$ cat src/rtl/core/xsfb_pkg.sv
`timescale 1ns / 1ps
// Shared types and constants for the XOR sprite framebuffer.
// No dependencies; rtl/core/xor_sprite_framebuffer.sv refers to it by scoped names.

package xsfb_pkg;

    // Default screen geometry
    localparam int SCREEN_ROWS_DEF = 32;
    localparam int SCREEN_COLS_DEF = 64;

    // Sprite byte width and the width of one row word on the read port
    localparam int SPRITE_W  = 8;
    localparam int RD_ROW_W  = 64;

    // Stream word widths (fields packed from bit 0 up, padded to bytes)
    localparam int IN_TDATA_W  = 32;
    localparam int OUT_TDATA_W = 72;

    // Command codes carried in the input tuser
    typedef enum logic [1:0] {
        CMD_CLEAR  = 2'd0,
        CMD_DRAW   = 2'd1,
        CMD_READ   = 2'd2,
        CMD_TOGGLE = 2'd3
    } t_cmd;

endpackage

$ cat src/rtl/core/xor_sprite_framebuffer.sv
`timescale 1ns / 1ps
// XOR sprite framebuffer top level: row memory, read-modify-write stage and output word.
// Depends on xsfb_pkg (rtl/core/xsfb_pkg.sv).
//
// Usage:
//   Input stream (i_s_*): one command word per handshake. tuser carries the command
//   (clear, draw sprite byte, read row, toggle pixel), tlast marks the final byte of a
//   sprite, tdata carries x_pos, y_pos, sprite_bits and sprite_row.
//   Output stream (o_m_*): exactly one result word per command, in command order.
//   tdata carries the collision flag and the 64-bit screen row, tlast echoes last_row
//   on draw (the collision flag is then final for that sprite).
//   Path: an accepted command enters stage 1, then its result goes to the output word.
//   Throughput: one command per cycle unless the receiver stalls. The row memory is
//   read when a command is accepted and written when it leaves stage 1; a command
//   accepted while its row is being written takes the new row from a forwarding
//   register instead. Clear drops the per-row valid bits, and a row with a cleared
//   valid bit reads as all zero.
//   Reset: synchronous, active low; clears the valid bits (so the whole screen), the
//   collision flag and both pipeline stages. No clearing pass is needed.
//   Stall: when the receiver holds tready low, the result word holds, the stage
//   behind it holds, and o_s_tready drops once both are full.

module xor_sprite_framebuffer #(
    parameter int SCREEN_ROWS = xsfb_pkg::SCREEN_ROWS_DEF,
    parameter int SCREEN_COLS = xsfb_pkg::SCREEN_COLS_DEF
) (
    input  logic                               i_clk,
    input  logic                               i_rst_n,
    // Input stream
    input  logic                               i_s_tvalid,
    output logic                               o_s_tready,
    // tdata: x_pos[7:0], y_pos[15:8], sprite_bits[23:16], sprite_row[27:24], zero pad
    input  logic [xsfb_pkg::IN_TDATA_W-1:0]    i_s_tdata,
    // tuser: cmd[1:0]
    input  logic [1:0]                         i_s_tuser,
    // tlast: last_row
    input  logic                               i_s_tlast,
    // Output stream
    output logic                               o_m_tvalid,
    input  logic                               i_m_tready,
    // tdata: collision[0], row_pixels[64:1], zero pad
    output logic [xsfb_pkg::OUT_TDATA_W-1:0]   o_m_tdata,
    // tlast: sprite_done
    output logic                               o_m_tlast
);

    localparam int ROW_W  = $clog2(SCREEN_ROWS);
    localparam int COL_W  = $clog2(SCREEN_COLS);
    localparam int SUM_W  = ((ROW_W > 4) ? ROW_W : 4) + 1;
    localparam int CSUM_W = COL_W + 1;
    localparam int PAD_W  = xsfb_pkg::OUT_TDATA_W - xsfb_pkg::RD_ROW_W - 1;

    // ------------------------------------------------------------------
    // Input unpack
    // ------------------------------------------------------------------
    logic [7:0]                      w_x;
    logic [7:0]                      w_y;
    logic [xsfb_pkg::SPRITE_W-1:0]   w_bits;
    logic [3:0]                      w_srow;
    xsfb_pkg::t_cmd                  w_cmd;

    assign w_x    = i_s_tdata[7:0];
    assign w_y    = i_s_tdata[15:8];
    assign w_bits = i_s_tdata[23:16];
    assign w_srow = i_s_tdata[27:24];
    assign w_cmd  = xsfb_pkg::t_cmd'(i_s_tuser);

    // ------------------------------------------------------------------
    // Wrap tables: coordinate modulo screen size, one entry per 8-bit value
    // ------------------------------------------------------------------
    logic [ROW_W-1:0] w_ymod_tbl [256];
    logic [COL_W-1:0] w_xmod_tbl [256];

    for (genvar k = 0; k < 256; k++) begin : g_wrap_tbl
        assign w_ymod_tbl[k] = ROW_W'(k % SCREEN_ROWS);
        assign w_xmod_tbl[k] = COL_W'(k % SCREEN_COLS);
    end

    // ------------------------------------------------------------------
    // Stage 0: address and flip mask
    // ------------------------------------------------------------------
    logic [ROW_W-1:0]       w_ymod;
    logic [SUM_W-1:0]       w_rsum;
    logic [SUM_W-1:0]       w_rsum1;
    logic [SUM_W-1:0]       w_rsum2;
    logic [ROW_W-1:0]       w_row;
    logic [COL_W-1:0]       w_c0;
    logic [CSUM_W-1:0]      w_csum;
    logic [SCREEN_COLS-1:0] w_mask;

    assign w_ymod  = w_ymod_tbl[w_y];
    assign w_rsum  = SUM_W'(w_ymod) + SUM_W'(w_srow);
    // Sum stays below SCREEN_ROWS + 15: two conditional subtracts suffice for 8 or more rows
    assign w_rsum1 = (w_rsum  >= SUM_W'(SCREEN_ROWS)) ? w_rsum  - SUM_W'(SCREEN_ROWS) : w_rsum;
    assign w_rsum2 = (w_rsum1 >= SUM_W'(SCREEN_ROWS)) ? w_rsum1 - SUM_W'(SCREEN_ROWS) : w_rsum1;
    assign w_row   = (w_cmd == xsfb_pkg::CMD_DRAW) ? w_rsum2[ROW_W-1:0] : w_ymod;
    assign w_c0    = w_xmod_tbl[w_x];

    always_comb begin
        w_mask = '0;
        w_csum = '0;
        if (w_cmd == xsfb_pkg::CMD_TOGGLE) begin
            w_mask[w_c0] = 1'b1;
        end else if (w_cmd == xsfb_pkg::CMD_DRAW) begin
            // Bit 7 of the sprite byte lands on the start column
            for (int j = 0; j < xsfb_pkg::SPRITE_W; j++) begin
                w_csum = CSUM_W'(w_c0) + CSUM_W'(j);
                if (w_csum >= CSUM_W'(SCREEN_COLS)) begin
                    w_csum = w_csum - CSUM_W'(SCREEN_COLS);
                end
                if (w_bits[xsfb_pkg::SPRITE_W-1-j]) begin
                    w_mask[w_csum[COL_W-1:0]] = 1'b1;
                end
            end
        end
    end

    // ------------------------------------------------------------------
    // Handshake and stage control
    // ------------------------------------------------------------------
    logic                   r_s1_vld;
    xsfb_pkg::t_cmd         r_s1_cmd;
    logic [ROW_W-1:0]       r_s1_row;
    logic [SCREEN_COLS-1:0] r_s1_mask;
    logic                   r_s1_start;
    logic                   r_s1_last;
    logic                   r_fwd_en;
    logic [SCREEN_COLS-1:0] r_fwd_data;
    logic [SCREEN_COLS-1:0] r_mem_q;
    logic [SCREEN_ROWS-1:0] r_row_vld;
    logic                   r_hit;
    logic                   r_out_vld;
    logic [xsfb_pkg::OUT_TDATA_W-1:0] r_out_data;
    logic                   r_out_last;

    logic w_s1_adv;
    logic w_in_acc;
    logic w_wr;
    logic w_s1_draw;

    assign w_s1_adv   = r_s1_vld && (!r_out_vld || i_m_tready);
    assign o_s_tready = !r_s1_vld || w_s1_adv;
    assign w_in_acc   = i_s_tvalid && o_s_tready;
    assign w_s1_draw  = (r_s1_cmd == xsfb_pkg::CMD_DRAW);
    assign w_wr       = w_s1_adv &&
                        ((r_s1_cmd == xsfb_pkg::CMD_DRAW) || (r_s1_cmd == xsfb_pkg::CMD_TOGGLE));

    // ------------------------------------------------------------------
    // Stage 1: modify
    // ------------------------------------------------------------------
    logic [SCREEN_COLS-1:0]          w_old;
    logic [SCREEN_COLS-1:0]          w_new;
    logic                            w_coll;
    logic [xsfb_pkg::RD_ROW_W-1:0]   w_rd;

    // Forwarded row wins, then an invalid (cleared) row reads as zero
    assign w_old  = r_fwd_en ? r_fwd_data : (r_row_vld[r_s1_row] ? r_mem_q : '0);
    assign w_new  = w_old ^ r_s1_mask;
    // A set pixel under a set mask bit goes dark: collision
    assign w_coll = (r_s1_start ? 1'b0 : r_hit) | (|(w_old & r_s1_mask));

    // Read word: column 0 in bit 63, columns past the screen read zero
    for (genvar c = 0; c < xsfb_pkg::RD_ROW_W; c++) begin : g_rd_map
        if (c < SCREEN_COLS) begin : g_on
            assign w_rd[xsfb_pkg::RD_ROW_W-1-c] = w_old[c];
        end else begin : g_off
            assign w_rd[xsfb_pkg::RD_ROW_W-1-c] = 1'b0;
        end
    end

    // ------------------------------------------------------------------
    // Row memory: one read port at accept, one write port at commit
    // ------------------------------------------------------------------
    logic [SCREEN_COLS-1:0] r_mem [SCREEN_ROWS];

    always_ff @(posedge i_clk) begin
        if (w_wr) begin
            r_mem[r_s1_row] <= w_new;
        end
        if (w_in_acc) begin
            r_mem_q <= r_mem[w_row];
        end
    end

    // ------------------------------------------------------------------
    // Stage 1 payload and forwarding capture
    // ------------------------------------------------------------------
    always_ff @(posedge i_clk) begin
        if (w_in_acc) begin
            r_s1_cmd   <= w_cmd;
            r_s1_row   <= w_row;
            r_s1_mask  <= w_mask;
            r_s1_start <= (w_srow == 4'd0);
            r_s1_last  <= i_s_tlast;
            // Row being committed this cycle is not in the memory read yet
            r_fwd_en   <= w_s1_adv &&
                          ((r_s1_cmd == xsfb_pkg::CMD_CLEAR) || (w_wr && (r_s1_row == w_row)));
            r_fwd_data <= (r_s1_cmd == xsfb_pkg::CMD_CLEAR) ? '0 : w_new;
        end
    end

    // ------------------------------------------------------------------
    // Output word payload
    // ------------------------------------------------------------------
    always_ff @(posedge i_clk) begin
        if (w_s1_adv) begin
            r_out_data <= {PAD_W'(0),
                           (r_s1_cmd == xsfb_pkg::CMD_READ) ? w_rd : '0,
                           w_s1_draw ? w_coll : 1'b0};
            r_out_last <= w_s1_draw && r_s1_last;
        end
    end

    // ------------------------------------------------------------------
    // Control state
    // ------------------------------------------------------------------
    always_ff @(posedge i_clk) begin
        if (!i_rst_n) begin
            r_s1_vld  <= 1'b0;
            r_out_vld <= 1'b0;
            r_row_vld <= '0;
            r_hit     <= 1'b0;
        end else begin
            // Advance stage 1, hold it while the output word is stalled
            if (w_in_acc) begin
                r_s1_vld <= 1'b1;
            end else if (w_s1_adv) begin
                r_s1_vld <= 1'b0;
            end
            if (w_s1_adv) begin
                r_out_vld <= 1'b1;
            end else if (i_m_tready) begin
                r_out_vld <= 1'b0;
            end
            // Clear drops every row at once; a write marks its row live
            if (w_s1_adv && (r_s1_cmd == xsfb_pkg::CMD_CLEAR)) begin
                r_row_vld <= '0;
            end else if (w_wr) begin
                r_row_vld[r_s1_row] <= 1'b1;
            end
            if (w_s1_adv && w_s1_draw) begin
                r_hit <= w_coll;
            end
        end
    end

    assign o_m_tvalid = r_out_vld;
    assign o_m_tdata  = r_out_data;
    assign o_m_tlast  = r_out_last;

    // ------------------------------------------------------------------
    // Assertions
    // ------------------------------------------------------------------
    a_clear_drops_rows: assert property (@(posedge i_clk) disable iff (!i_rst_n)
        (w_s1_adv && (r_s1_cmd == xsfb_pkg::CMD_CLEAR)) |=> (r_row_vld == '0))
        else $error("clear left a live row");

    a_stall_holds_stage: assert property (@(posedge i_clk) disable iff (!i_rst_n)
        (r_s1_vld && !w_s1_adv) |=> (r_s1_vld && $stable(r_s1_row) && $stable(r_s1_mask)))
        else $error("stage 1 changed while stalled");

    a_non_draw_flags_zero: assert property (@(posedge i_clk) disable iff (!i_rst_n)
        (w_s1_adv && !w_s1_draw) |=> (!o_m_tlast && !o_m_tdata[0]))
        else $error("flags set on a non-draw result");

    a_empty_start_no_hit: assert property (@(posedge i_clk) disable iff (!i_rst_n)
        (w_s1_adv && w_s1_draw && r_s1_start && (r_s1_mask == '0)) |=> !o_m_tdata[0])
        else $error("collision on an empty first sprite byte");

    a_fwd_only_live: assert property (@(posedge i_clk) disable iff (!i_rst_n)
        (w_in_acc && w_s1_adv && w_wr && (r_s1_row == w_row)) |=> r_fwd_en)
        else $error("missed forwarding of a committed row");

endmodule

$ cat config.mk
export PLATFORM = sky130hd
export DESIGN_NAME = xor_sprite_framebuffer
export DESIGN_NICKNAME = d
export VERILOG_FILES = /design/src/rtl/core/xsfb_pkg.sv /design/src/rtl/core/xor_sprite_framebuffer.sv
export SDC_FILE = /design/constraint.sdc
export NUM_CORES = 2
export LEC_CHECK = 0
export ABC_AREA = 1
export BUFFER_PORTS_ARGS = -buffer_cell sky130_fd_sc_hd__buf_4
export CORE_MARGIN = 3
export CORE_UTILIZATION = 53
export DETAILED_ROUTE_END_ITERATION = 16
export PLACE_DENSITY = 0.67
export SETUP_SLACK_MARGIN = 0.05
export SLEW_MARGIN = 5
export SYNTH_ARGS = -nofsm -noshare
export SYNTH_HDL_FRONTEND = slang
export SYNTH_SLANG_ARGS = --single-unit
export TNS_END_PERCENT = 30
$ cat constraint.sdc
create_clock -name i_clk -period 7.18 [get_ports i_clk]
set_input_delay 0.359 -clock i_clk [delete_from_list [all_inputs] [get_ports i_clk]]
set_output_delay 0.359 -clock i_clk [all_outputs]
set_load 0.02 [all_outputs]
* After elaboration in Yosys (flattened, before gate mapping)
Memories as Yosys holds them, arrays and structs flattened. A register that Yosys moved wholly into a read port is not among the register bits. Index checks and enable logic that the tools add are counted.
Word-level totals: memories 3, ROM bits 2816, input port bits 39, flip-flop bits (word level) 239, RAM bits 2048, output and inout bits 75
Operators by class: order comparisons 32, equality and inequality tests 6, $add $sub $neg 18, bitwise logic cells 14, muxes and demuxes 86, reductions and logical operators 30
Memory list:
- r_mem | depth 32, bits a word 64, rd ports 1, clocked after Yosys merged registers in 1, wr ports 1, RTL line xor_sprite_framebuffer.sv:174 | logic [SCREEN_COLS-1:0] r_mem [SCREEN_ROWS];
- (name not given) | depth 256, bits a word 6, rd ports 1, clocked after Yosys merged registers in 0, wr ports 0, RTL line xor_sprite_framebuffer.sv:97 | assign w_c0 = w_xmod_tbl[w_x];
- (name not given) | depth 256, bits a word 5, rd ports 1, clocked after Yosys merged registers in 0, wr ports 0, RTL line xor_sprite_framebuffer.sv:91 | assign w_ymod = w_ymod_tbl[w_y];
Operator list (count):
- 64-bit two-way mux | 26
- 64-bit OR | 7
- 6-bit two-way mux | 27
- 64-bit bitwise AND | 1
- 64-bit OR reduction | 1
- 64-bit XOR | 1
- 6-bit by 7-bit less-than comparator with 1-bit output, second input constant | 9
- 1-bit demux with 6-bit select | 9
- 6-bit by 1-bit greater-or-equal comparator with 1-bit output, second input constant | 9
- 7-bit greater-or-equal comparator, second input constant | 7
- 6-bit by 1-bit subtractor with 6-bit output, second input constant | 8
- 32-bit OR | 1
- 6-bit by 3-bit adder with 7-bit output, second input constant | 4
- 5-bit two-way mux | 4
- 9-bit greater-or-equal comparator, second input constant | 2
- 1-bit logical AND | 18
- 1-bit two-way mux | 18
- 8-bit inverter with 9-bit output | 2
- 6-bit by 2-bit adder with 7-bit output, second input constant | 2
- 6-bit greater-or-equal comparator, second input constant | 2
- 6-bit by 1-bit adder with 7-bit output, second input constant | 1
- 6-bit by 7-bit greater-or-equal comparator with 1-bit output, second input constant | 1
- 5-bit by 4-bit adder with 6-bit output | 1
- 2-bit == test, second input constant | 3
- other kinds (16) | 22

* Depth between registers and ports, before layout
word-level depth 43, depth in mapped cells 21, depth with buffers taken out 19

* Worst setup path after synthesis
No wires, ideal clock.
path type flip-flop to flip-flop, start point register r_out_vld (netlist: o_m_tvalid), end point register r_fwd_data[0], enable pin, arrival 4.652 ns, library setup time 0.554 ns, path slack 1.975 ns, path buffers 0, cell stages (with the launch flop) 4, clock period less this slack 5.205 ns, path through dfxtp_1 nand3_1 nand2_1 inv_1
On the way: longest elaborated chain between the ends 5
Ends and longest elaborated chain:
- start: declaration | RTL line xor_sprite_framebuffer.sv:132 | logic r_out_vld;
- start signal: assignment | RTL line xor_sprite_framebuffer.sv:220 | r_out_vld <= 1'b0;
- start signal: assignment | RTL line xor_sprite_framebuffer.sv:231 | r_out_vld <= 1'b1;
- start signal: assignment | RTL line xor_sprite_framebuffer.sv:233 | r_out_vld <= 1'b0;
- 1-bit zero test | RTL line xor_sprite_framebuffer.sv:141 | assign w_s1_adv = r_s1_vld && (!r_out_vld || i_m_tready);
- 1-bit logical OR | RTL line xor_sprite_framebuffer.sv:141
- 1-bit logical AND | RTL line xor_sprite_framebuffer.sv:141
- 1-bit logical OR | RTL line xor_sprite_framebuffer.sv:142 | assign o_s_tready = !r_s1_vld || w_s1_adv;
- named net o_s_tready | RTL line xor_sprite_framebuffer.sv:31 | output logic o_s_tready,
- 1-bit logical AND | RTL line xor_sprite_framebuffer.sv:143 | assign w_in_acc = i_s_tvalid && o_s_tready;
- named net w_in_acc | RTL line xor_sprite_framebuffer.sv:137 | logic w_in_acc;
- end signal: assignment | RTL line xor_sprite_framebuffer.sv:198 | r_fwd_data <= (r_s1_cmd == xsfb_pkg::CMD_CLEAR) ? '0 : w_new;
- end: declaration | RTL line xor_sprite_framebuffer.sv:128 | logic [SCREEN_COLS-1:0] r_fwd_data;
The timed path passes the listed nets, and every way through them passes these cells. A chain may end at the register's enable or synchronous reset.

* Worst setup path in the final report
start point register r_s1_row[4], end point register r_out_data, in the netlist o_m_tdata[0] (data pin)
On the way: longest elaborated chain between the ends 7
Ends and longest elaborated chain:
- start: declaration | RTL line xor_sprite_framebuffer.sv:123 | logic [ROW_W-1:0] r_s1_row;
- start signal: assignment | RTL line xor_sprite_framebuffer.sv:191 | r_s1_row <= w_row;
- 1-bit binary-select mux with 5-bit select | RTL line xor_sprite_framebuffer.sv:157 | assign w_old = r_fwd_en ? r_fwd_data : (r_row_vld[r_s1_row] ? r_mem_q : '0);
- 1-bit two-way mux (not written as such) | RTL line xor_sprite_framebuffer.sv:157
- 64-bit two-way mux (2 in series) | RTL line xor_sprite_framebuffer.sv:157
- named net w_old[4] | RTL line xor_sprite_framebuffer.sv:151 | logic [SCREEN_COLS-1:0] w_old;
- 64-bit bitwise AND | RTL line xor_sprite_framebuffer.sv:160 | assign w_coll = (r_s1_start ? 1'b0 : r_hit) | (|(w_old & r_s1_mask));
- 64-bit OR reduction | RTL line xor_sprite_framebuffer.sv:160
- 1-bit OR | RTL line xor_sprite_framebuffer.sv:160
- end signal: assignment | RTL line xor_sprite_framebuffer.sv:207 | r_out_data <= {PAD_W'(0),
- end: declaration | RTL line xor_sprite_framebuffer.sv:133 | logic [xsfb_pkg::OUT_TDATA_W-1:0] r_out_data;
The timed path passes the listed nets, and every way through them passes these cells. The select of a mux whose other input is x is not followed.

==> flow_summary_export.csv <==
group,metric,value,unit
detailed_routing,drcViolationCount,0,
job,drv_cap,0,
yosys,synth_common_cells,"nand2_1, edfxtp_1, nand3_1",
yosys,synthArstFlopShare,0,%
power_and_ir_drop,power,0.0306,W
critical_path,critPathBufInv,4,
power_and_ir_drop,comb_power_share,10.5,%
clock_network,cts_tree,"built",
clock_network,clkTransAtPathRegs,70,ps
floorplan,ioPinCount,114,
yosys,ys.warnings.count,0,
grt,grt_use_total,32.7,%
grt,grt_pass1_vias,68500,
power_and_ir_drop,p_leak,42.0,nW
floorplan,die_h,445,µm
yosys,avgSynthCellArea,10.8,µm²
finish,area_delta_synth_final,10.2,%
yosys,yosysSeqAreaShare,68.8,%
floorplan,start_util,53.5,%
clock_network,post_cts_buffers,0,
floorplan,die_area,0.198,mm²
yosys,post-synth-top-area-fraction,68.1,%
detailed_routing,drtPass1Iterations,6,
grt,gr-total-overflow,0,
sta,relSlewSlack,17.9,%
yosys,yosysMostFrequentCell,"nand2_1",
grt,grt_pass1_wl,473000,µm
detailed_routing,vias_per_cell,6.13,
critical_path,path_class,"flop to flop",
placed_design,gp_congestion,0.968,
finish,fin_util,59.0,%
yosys,yosys.area.top_type,"edfxtp_1",
floorplan,die_w,445,µm
outcome,status,"finished clean",
sta,slew_violations,0,
power_and_ir_drop,power.density,272,mW/mm²
detailed_routing,routed_wl,329000,µm
yosys,synth_ff_type,"edfxtp_1",
sta,period_share,63.4,%
yosys,synth_cell_type_count,41,
detailed_routing,drt_iter0_markers,10500,
sta,worst_slew_pin_slew,1230,ps
power_and_ir_drop,switching_share,25.2,%
sta,fin_setup_tns,0,ps
power_and_ir_drop,pwr-share-clk,38.6,%
power_and_ir_drop,internal_power,0.0229,W
critical_path,critPathTopFamily,"simple AND/OR/NAND/NOR gates",
power_and_ir_drop,ir_worst_vdd,0.219,mV
detailed_routing,ant_nets,0,
critical_path,cp_data_required_time,7810,ps
hold_path,min_path_type,"primary input to flop",
critical_path,cp_max_fo,35,
critical_path,endpoint_kind,"flop",
power_and_ir_drop,switchingPower,0.00772,W
grt,antenna_found_initial,11,
sta,max_freq,0.220,GHz
clock_network,htree_num_levels,4,
clock_network,cts_max_path_buffers,3,
clock_network,cts_buffers,226,
critical_path,crit_path_frequent_cell,"nand2_1",
critical_path,cp-start-kind,"flop",
yosys,synth_edf_count,2316,
clock_network,cts_root_buffer,"clkbuf_16",
detailed_routing,avgRoutedWirePerCell,27.2,µm
yosys,synth_area_leaders,"edfxtp_1, nand2_1, nand3_1",
finish,stdcell_count,12100,
placed_design,dp_hpwl,170000,µm
finish,drive_gt1_share,6.98,%
sta,worst_hold_slack,189,ps
finish,multi_input_area,0.0278,mm²
critical_path,cp_data_arrival_time,5180,ps
placed_design,dp_cells,11700,
finish,nFillCells,15300,
yosys,ys_ff_latch,2351,
grt,grt_start_max_net_pins,178,
critical_path,critical_path.cell_chain,"inv_1, nor2_1, nand2_1, inv_1, nand2_1, o21ai_1, nor2_1, nand2_4, buf_4, nand2_1, nand2_1, ha_1, nor4_1, nand3_1, nor2_1, nand3b_1, nand3_1, inv_1",
placed_design,portBuffers,97,
sta,fin_skew,44.9,ps
finish,regArea,0.0702,mm²
finish,final_nets,9498,
yosys,netlist_area,0.102,mm²
power_and_ir_drop,seqPwrFrac,50.9,%
sta,rsz0062_at_grt,"false",
floorplan,core-area,0.191,mm²
yosys,syn-instance-count,9499,
clock_network,clock-sinks,2351,
sta,period_needed,4550,ps
sta,hold_viol_final,0,
detailed_routing,route.vias.total,74100,
critical_path,crit_path_top_delay_cell,"nor4_1",
clock_network,cts_resized,0,
floorplan,rows,160,
clock_network,clk-insertion-delay-late,880,ps
sta,setup_viol,0,
critical_path,cp_slowest_stage_delay,560,ps
-- layout by cell type, fill, tap and decap left out, types with 37 or more instances in the layout --
cell type / instances
a21oi_1: 73
edfxtp_1: 2316
nor3_1: 37
clkinv_1: 67
nand4_1: 237
nor2_1: 516
buf_4: 211
nand2_1: 2904
clkbuf_16: 226
clkbuf_1: 50
inv_1: 410
ha_1: 72
nand3_1: 2111
-- cell type report --
cell class | instances | area share [%]
tap | 2511 | 2.79
multi-input combinational | 6108 | 24.7
clock buffer | 277 | 5.20
timing repair buffer | 253 | 2.07
antenna | 3 | 0.00667
clock inverter | 136 | 1.30
sequential | 2351 | 62.4
inverter | 446 | 1.51
-- power by group through the flow --
stage               Combinational [W]  Clock, W  Sequential [W]
floorplan                     0.00205         0          0.0158
global placement              0.00309         0          0.0158
detailed placement            0.00314         0          0.0159
CTS                           0.00316    0.0119          0.0156
global route                  0.00347    0.0125          0.0156
finish                        0.00322    0.0118          0.0156
-- layer usage --
metal,vias up,routed length (µm),track usage [%]
met5,-,11,0
met4,2,15700,14.1
met3,796,36600,5.70
met2,4579,151000,50.6
met1,36000,126000,45.8
li1,32800,-,-
-- kinds of logic (layout without fill, tap and decap cells) --
family                     after synthesis  in the layout  share of synthesized area (%)
and+or+nand+nor                       5902           5902                           25.1
DFF                                   2351           2351                           68.8
buffers and inverters                 1046           1112                           4.43
AOI/OAI and AO/OA                      115            115                          0.635
adders and majority gates               73             73                          0.902
xor gates and xnor gates                11             11                          0.131
other                                    1             10                        0.00367
-- worst paths after layout --
path	to	slack, ps	startpoint	cells after the start
worst min-delay path	r_s1_last	190	i_s_tvalid	3
worst max register to register	o_m_tdata[0]	2630	r_s1_row[4]	18
worst min register to register	r_row_vld[18]	470	r_row_vld[18]	2
worst max-delay path	o_m_tdata[0]	2630	r_s1_row[4]	18
-- state kept, by name, summed over array words and instances, names as in the netlist, 2 cells and up --
register / count
r_s1_mask: 64
r_s1_row: 5
r_fwd_data: 64
r_mem: 2048
r_mem_q: 64
r_s1_cmd: 2
r_row_vld: 32
o_m_tdata: 65
-- worst register-to-register path, cell delays in order, from the launching register on --
cell and delay (ps):
edfxtp_1 440, inv_1 150, nor2_1 80, nand2_1 350
inv_1 80, nand2_1 80, o21ai_1 60, nor2_1 200
nand2_4 300, buf_4 490, nand2_1 200, nand2_1 70
ha_1 170, nor4_1 560, nand3_1 260, nor2_1 310
nand3b_1 320, nand3_1 160, inv_1 50
-- timing repair --
| item | in CTS | in global routing |
|---|---|---|
| endpoints found under the setup margin | 0 | 0 |
| hold buffers | 9 | 0 |
| hold endpoints to repair | 10 | 0 |
-- through the flow --
stage / cell area [µm²] / setup WS (ps)
floorplan: 102000 / 1970
CTS: 113000 / 2780
detailed placement: 105000 / 2800
global placement: 105000 / 2810
global route: 113000 / 2530
finish: 113000 / 2630
Note: power is estimated with default switching activity, not from simulation.
